[src/rtl/core/drsm_pkg.sv]
package drsm_pkg;

    localparam int MAX_SPANS = 16;
    localparam int MAX_ROWS  = 1024;

    localparam int X_W     = 13;
    localparam int H_W     = 11;
    localparam int GAP_W   = 16;
    localparam int CNT_W   = $clog2(MAX_SPANS + 1);
    localparam int IDX_W   = $clog2(MAX_SPANS);
    localparam int ROW_W   = (MAX_ROWS > 1) ? $clog2(MAX_ROWS) : 1;
    localparam int ROWC_W  = $clog2(MAX_ROWS + 1);
    localparam int SADDR_W = $clog2(MAX_ROWS * MAX_SPANS);

    localparam logic [X_W-1:0] WIDTH_RESET  = X_W'(4096);
    localparam logic [H_W-1:0] HEIGHT_RESET = H_W'(1024);

    localparam logic CFG_WIDTH  = 1'b0;
    localparam logic CFG_HEIGHT = 1'b1;

    localparam logic [1:0] MODE_ADD   = 2'd0;
    localparam logic [1:0] MODE_CLEAR = 2'd1;
    localparam logic [1:0] MODE_READ  = 2'd2;

    localparam logic [1:0] STAT_DONE  = 2'd0;
    localparam logic [1:0] STAT_EMPTY = 2'd1;
    localparam logic [1:0] STAT_RANGE = 2'd2;

    typedef struct packed {
        logic [1:0]         mode;
        logic signed [15:0] rect_left;
        logic signed [15:0] rect_top;
        logic signed [15:0] rect_right;
        logic signed [15:0] rect_bottom;
        logic [9:0]         read_row;
    } t_item;

    typedef struct packed {
        logic [1:0]     status;
        logic           span_valid;
        logic [X_W-1:0] span_start;
        logic [X_W-1:0] span_stop;
        logic           last;
        logic           all_clean;
    } t_result;

    // One merge step decision.
    typedef struct packed {
        logic           emit;
        logic           adv;
        logic           join_span;
        logic           to_post;
        logic           done;
        logic [X_W-1:0] e_st;
        logic [X_W-1:0] e_sp;
        logic [X_W-1:0] ns;
        logic [X_W-1:0] ne;
    } t_step;

endpackage

[src/rtl/core/drsm_merge_step.sv]
module drsm_merge_step (
    input  logic [drsm_pkg::X_W-1:0]   i_st,
    input  logic [drsm_pkg::X_W-1:0]   i_sp,
    input  logic [drsm_pkg::CNT_W-1:0] i_idx,
    input  logic [drsm_pkg::CNT_W-1:0] i_cnt,
    input  logic [drsm_pkg::X_W-1:0]   i_ns,
    input  logic [drsm_pkg::X_W-1:0]   i_ne,
    input  logic                       i_joinph,
    input  logic                       i_post,
    output drsm_pkg::t_step            o_step
);

    logic have;

    assign have = (i_idx < i_cnt);

    // Decide one step of the walk over a row's old spans
    always_comb begin
        o_step = '0;
        o_step.ns = i_ns;
        o_step.ne = i_ne;
        o_step.e_st = i_st;
        o_step.e_sp = i_sp;
        priority if (i_post) begin
            if (have) begin
                o_step.emit = 1'b1;
                o_step.adv = 1'b1;
            end else begin
                o_step.done = 1'b1;
            end
        end else if (!i_joinph && have && (i_sp < i_ns)) begin
            o_step.emit = 1'b1;
            o_step.adv = 1'b1;
        end else if (have && (i_st <= i_ne)) begin
            o_step.join_span = 1'b1;
            o_step.adv = 1'b1;
            o_step.ns = (i_st < i_ns) ? i_st : i_ns;
            o_step.ne = (i_sp > i_ne) ? i_sp : i_ne;
        end else begin
            o_step.emit = 1'b1;
            o_step.to_post = 1'b1;
            o_step.e_st = i_ns;
            o_step.e_sp = i_ne;
        end
    end

endmodule

[config.mk]
export PLATFORM = sky130hd
export DESIGN_NAME = drsm_merge_step
export DESIGN_NICKNAME = d
export VERILOG_FILES = /design/src/rtl/core/drsm_pkg.sv /design/src/rtl/core/drsm_merge_step.sv
export SDC_FILE = /design/constraint.sdc
export NUM_CORES = 1
export LEC_CHECK = 0
export ABC_CLOCK_PERIOD_IN_PS = 7200
export BUFFER_PORTS_ARGS = -buffer_cell sky130_fd_sc_hd__clkbuf_2
export CAP_MARGIN = 10
export CORE_ASPECT_RATIO = 0.8
export CORE_MARGIN = 5
export CORE_UTILIZATION = 50
export DETAILED_ROUTE_END_ITERATION = 16
export GPL_TIMING_DRIVEN = 0
export PLACE_DENSITY = 0.95
export SLEW_MARGIN = 20
export SYNTH_ARGS = -nofsm -noshare
export SYNTH_HDL_FRONTEND = slang
export SYNTH_SLANG_ARGS = --single-unit
[constraint.sdc]
create_clock -name vclk -period 7.2
set_input_delay 0.72 -clock vclk [all_inputs]
set_output_delay 0.72 -clock vclk [all_outputs]
set_load 0.01 [all_outputs]
==> results.json, run 1 <==
{
  "viasPerCell": 5.61,
  "hpwl_mm": 5.90,
  "cts_hold_buf": 0,
  "core_sq_mm": 0.00418,
  "gp_congestion": 0.901,
  "yosysSeqAreaShare": 0,
  "syn-instance-count": 231,
  "grt_pass1_wl_mm": 10.3,
  "die_x_um": 83.6,
  "synth.area.top_cells": "ha_1, mux2_4, mux2_2",
  "clockBufferCount": 0,
  "gr-total-overflow": 0,
  "grt_pass1_vias": 2297,
  "drcViolationCount": 0,
  "yosysMostFrequentCell": "ha_1",
  "crit_path_end_kind": "output pin",
  "ys_types": 44,
  "initial_core_util": 0.519,
  "crit_family": "simple AND/OR/NAND/NOR gates",
  "finalHoldViolations": 0,
  "fin_util": 0.681,
  "power_density_mw_per_mm2": 77.8,
  "dp_cells": 409,
  "antenna_left": 0,
  "drt_iter0_markers": 100,
  "synth_top_area_share": 0.312,
  "ys_warn_count": 0,
  "crit_fanout": 10,
  "area_delta_synth_final_pct": 31.2,
  "cp.required_ns": 6.48,
  "yosys.area.top_type": "ha_1",
  "slowest_stage": "or3_1",
  "sequential_cell_total": 0,
  "worstPathArrival_ns": 3.22,
  "syn-cell-area_sq_mm": 0.00217,
  "grt_use_total": 0.217,
  "antenna_cells": 0,
  "cts_resized": 0,
  "slew_headroom": 0.537,
  "worst_pin_slew_ns": 0.687,
  "stdcell_count": 409,
  "final.setup.tns_ns": 0,
  "synth_nets": 349,
  "path_class": "in2out",
  "drive_gt1_frac": 0.517,
  "io_buffers": 121,
  "cap_violations": 0,
  "wl_mm": 6.57,
  "postCtsSetupRepairBufs": 0,
  "fmax_mhz": 254,
  "crit_chain": "clkbuf_2 -> inv_1 -> ha_1 -> nand4_2 -> or3_1 -> o32a_1 -> nor3_4 -> a211o_1 -> buf_6 -> buf_6 -> mux2_4 -> clkbuf_2",
  "status": "complete, no violations",
  "preCtsSetupSlack_ns": 3.28,
  "fp-row-count": 21,
  "die_y_um": 68.9,
  "cp_num_buf_inv": 5,
  "drv_slew": 0,
  "fin_crit_ns": 3.94,
  "synth_commonest_cells": "ha_1, inv_1, mux2_4",
  "vias": 2294,
  "seqCellArea_sq_um": 0,
  "min_path_type": "in2out",
  "p_leak_nw": 1.65,
  "max-vdd-ir-drop_uv": 31.8,
  "finalSetupViolCount": 0,
  "dieArea_sq_mm": 0.00576,
  "worst_slack_ns": 3.26,
  "cp-start-kind": "primary input",
  "cpPeakStageDelay_ns": 0.39,
  "rsz0062_at_grt": "false",
  "ios": 121,
  "timing.final.crit_share": 0.547,
  "grt_max_degree": 11,
  "synth_area_per_cell_sq_um": 9.39,
  "antenna_found_initial": 0,
  "nNetsFinal": 472,
  "wl_per_cell_um": 16.1,
  "drtPass1Iterations": 4
}
[metal layers]
| metal | part of all wire | up-vias | track usage |
|---|---|---|---|
| met3 | 0.075 | 12 | 0.0333 |
| li1 | - | 1122 | - |
| met4 | 0.011 | 0 | 0.0402 |
| met1 | 0.41 | 1074 | 0.253 |
| met5 | 0 | - | 0 |
| met2 | 0.51 | 86 | 0.429 |
[logic make-up (layout without fill, tap and decap cells)]
kind of cell	count (synthesis)	after routing	synth area share
buffers and inverters	37	158	0.0837
AOI/OAI and AO/OA	42	42	0.151
and+or+nand+nor	46	46	0.134
adders and majority gates	54	54	0.312
muxes	52	52	0.320
[worst paths after layout]
check / cells past startpoint / end / slack (ns) / start
max: 12 / o_step[34] / 3.26 / i_ne[8]
min: 3 / o_step[3] / 1.78 / i_ne[3]
[power by group]
part,internal [mW],switching (mW)
Combinational,0.111,0.111
Sequential,0,0
Clock,0,0
Total,0.111,0.111
[cells in the final DEF (no fill, tap or decap), types with 5 or more instances in the layout]
| cell type | n |
|---|---|
| mux2_4 | 29 |
| mux2_1 | 6 |
| a21oi_1 | 12 |
| nor2_1 | 5 |
| ha_1 | 54 |
| nand4_1 | 5 |
| nand3_1 | 9 |
| mux2_2 | 17 |
| o21ai_0 | 5 |
| inv_1 | 32 |
| a21o_1 | 6 |
| clkbuf_2 | 121 |
[cell type report]
cell class,instances,area [sq um]
Inverter,32,120
Buffer,5,61.3
Multi-Input combinational cell,194,1990
Timing Repair Buffer,121,606
Fill cell,329,1330
Tap cell,57,71.3
[worst min-delay path, delay by kind of cell]
family,cells,cell delay (ns)
buffers and inverters,2,0.22
muxes,1,0.12
[through the flow]
stage | power (mW) | area (sq um) | hold WS (ns)
floorplan | 0.139 | 2170 | 1.57
finish | 0.221 | 2850 | 1.78
global route | 0.243 | 2850 | 1.80
global placement | 0.213 | 2850 | 1.77
detailed placement | 0.221 | 2850 | 1.78
CTS | 0.222 | 2850 | 1.78
No activity file was read; power rests on OpenSTA's default activity.
==> run 2: changes to the inputs <==
ABC_CLOCK_PERIOD_IN_PS = 3500   (was 7200)
CORE_UTILIZATION = 43   (was 50)
PLACE_DENSITY = 0.89   (was 0.95)
clock period = 3.5 ns   (was 7.2 ns; I/O delays follow)
==> results.json, run 2 (synthesis results as in run 1) <==
{
  "viasPerCell": 5.36,
  "initial_core_util": 0.438,
  "antenna_left": 0,
  "wl_per_cell_um": 14.9,
  "io_buffers": 121,
  "drt_iter0_markers": 57,
  "grt_pass1_wl_mm": 9.64,
  "nNetsFinal": 472,
  "path_class": "in2out",
  "area_delta_synth_final_pct": 31.5,
  "whs_endpoint": "o_step[6]",
  "fin_util": 0.576,
  "power_density_mw_per_mm2": 157,
  "status": "complete, no violations",
  "finalSetupViolCount": 0,
  "p_leak_nw": 1.65,
  "grt_use_total": 0.180,
  "clockBufferCount": 0,
  "hpwl_mm": 5.72,
  "postCtsSetupRepairBufs": 0,
  "crit_fanout": 10,
  "fmax_mhz": 313,
  "gp_congestion": 0.797,
  "layout_commonest_cell": "clkbuf_2",
  "vias": 2220,
  "die_x_um": 89.4,
  "combPwrFrac": 1.000,
  "worstPathArrival_ns": 2.84,
  "cp_num_buf_inv": 5,
  "slowest_stage": "or3_1",
  "antenna_cells": 0,
  "fin_crit_ns": 3.19,
  "timing.hold.ws_ns": 1.04,
  "grt_pass1_vias": 2203,
  "dieArea_sq_mm": 0.00657,
  "cts_hold_buf": 0,
  "final.setup.tns_ns": 0,
  "drv_slew": 0,
  "crit_chain": "clkbuf_2 -> inv_1 -> ha_1 -> nand4_2 -> or3_1 -> o32a_1 -> nor3_4 -> a211o_1 -> buf_6 -> buf_6 -> mux2_4 -> clkbuf_2",
  "core_sq_mm": 0.00495,
  "cpPeakStageDelay_ns": 0.39,
  "power_mw": 0.448,
  "clock_power_share": 0,
  "crit_path_end_kind": "output pin",
  "switching_share": 0.493,
  "die_y_um": 73.5,
  "antenna_found_initial": 0,
  "cp.required_ns": 3.15,
  "seqCellArea_sq_um": 0,
  "slew_headroom": 0.564,
  "drtPass1Iterations": 4,
  "drcViolationCount": 0,
  "max-vdd-ir-drop_uv": 72.8,
  "timing.final.crit_share": 0.913,
  "fp-row-count": 23,
  "worstHoldPathCells": 3,
  "min_path_type": "in2out",
  "worst_pin_slew_ns": 0.648,
  "cp-start-kind": "primary input",
  "power.share.sequential": 0,
  "ios": 121,
  "internal_power_mw": 0.227,
  "layout_common_cells": "clkbuf_2, ha_1, inv_1",
  "grt_max_degree": 11,
  "finalHoldViolations": 0,
  "cap_violations": 0,
  "cts_resized": 0,
  "wl_mm": 6.19,
  "gr-total-overflow": 0,
  "drive_gt1_frac": 0.517,
  "hold_start": "i_ne[6]",
  "sequential_cell_total": 0,
  "crit_family": "simple AND/OR/NAND/NOR gates",
  "rsz0062_at_grt": "false",
  "p_sw_mw": 0.221
}
run 2: final cells by class:
cell class / instances / area [sq um]
Fill cell: 449 / 2100
Multi-Input combinational cell: 194 / 1990
Timing Repair Buffer: 121 / 606
Inverter: 32 / 120
Tap cell: 62 / 77.6
Buffer: 5 / 61.3
run 2: power groups by stage:
stage / logic, mW / registers (mW) / clock network, mW
after floorplan: 0.286 / 0 / 0
after global placement: 0.437 / 0 / 0
after detailed placement: 0.451 / 0 / 0
after CTS: 0.453 / 0 / 0
after global routing: 0.497 / 0 / 0
final: 0.448 / 0 / 0
run 2: how the worst max path moves through the flow:
stage	from	endpoint	slack, ns	cells after the start
2_1_floorplan	i_ne[7]	o_step[16]	0.78	9
3_3_place_gp	i_ne[6]	o_step[36]	0.36	12
3_5_place_dp	i_ne[7]	o_step[40]	0.30	12
4_1_cts	i_ne[7]	o_step[40]	0.30	12
5_1_grt	i_ne[7]	o_step[34]	0.17	12
6_report	i_ne[7]	o_step[34]	0.31	12
run 2: routing by layer:
layer,up-vias,track usage,part of all wire
met5,-,0,0
met4,0,0.0132,0.0061
met3,6,0.0101,0.082
met2,83,0.331,0.48
met1,1009,0.239,0.43
li1,1122,-,-
run 2: metrics by stage:
step / instance area [sq um] / setup slack [ns] / instances
final: 2850 / 0.306 / 414
after global placement: 2850 / 0.364 / 414
after detailed placement: 2850 / 0.302 / 414
after global routing: 2850 / 0.166 / 414
after CTS: 2850 / 0.300 / 414
after floorplan: 2170 / 0.778 / 231
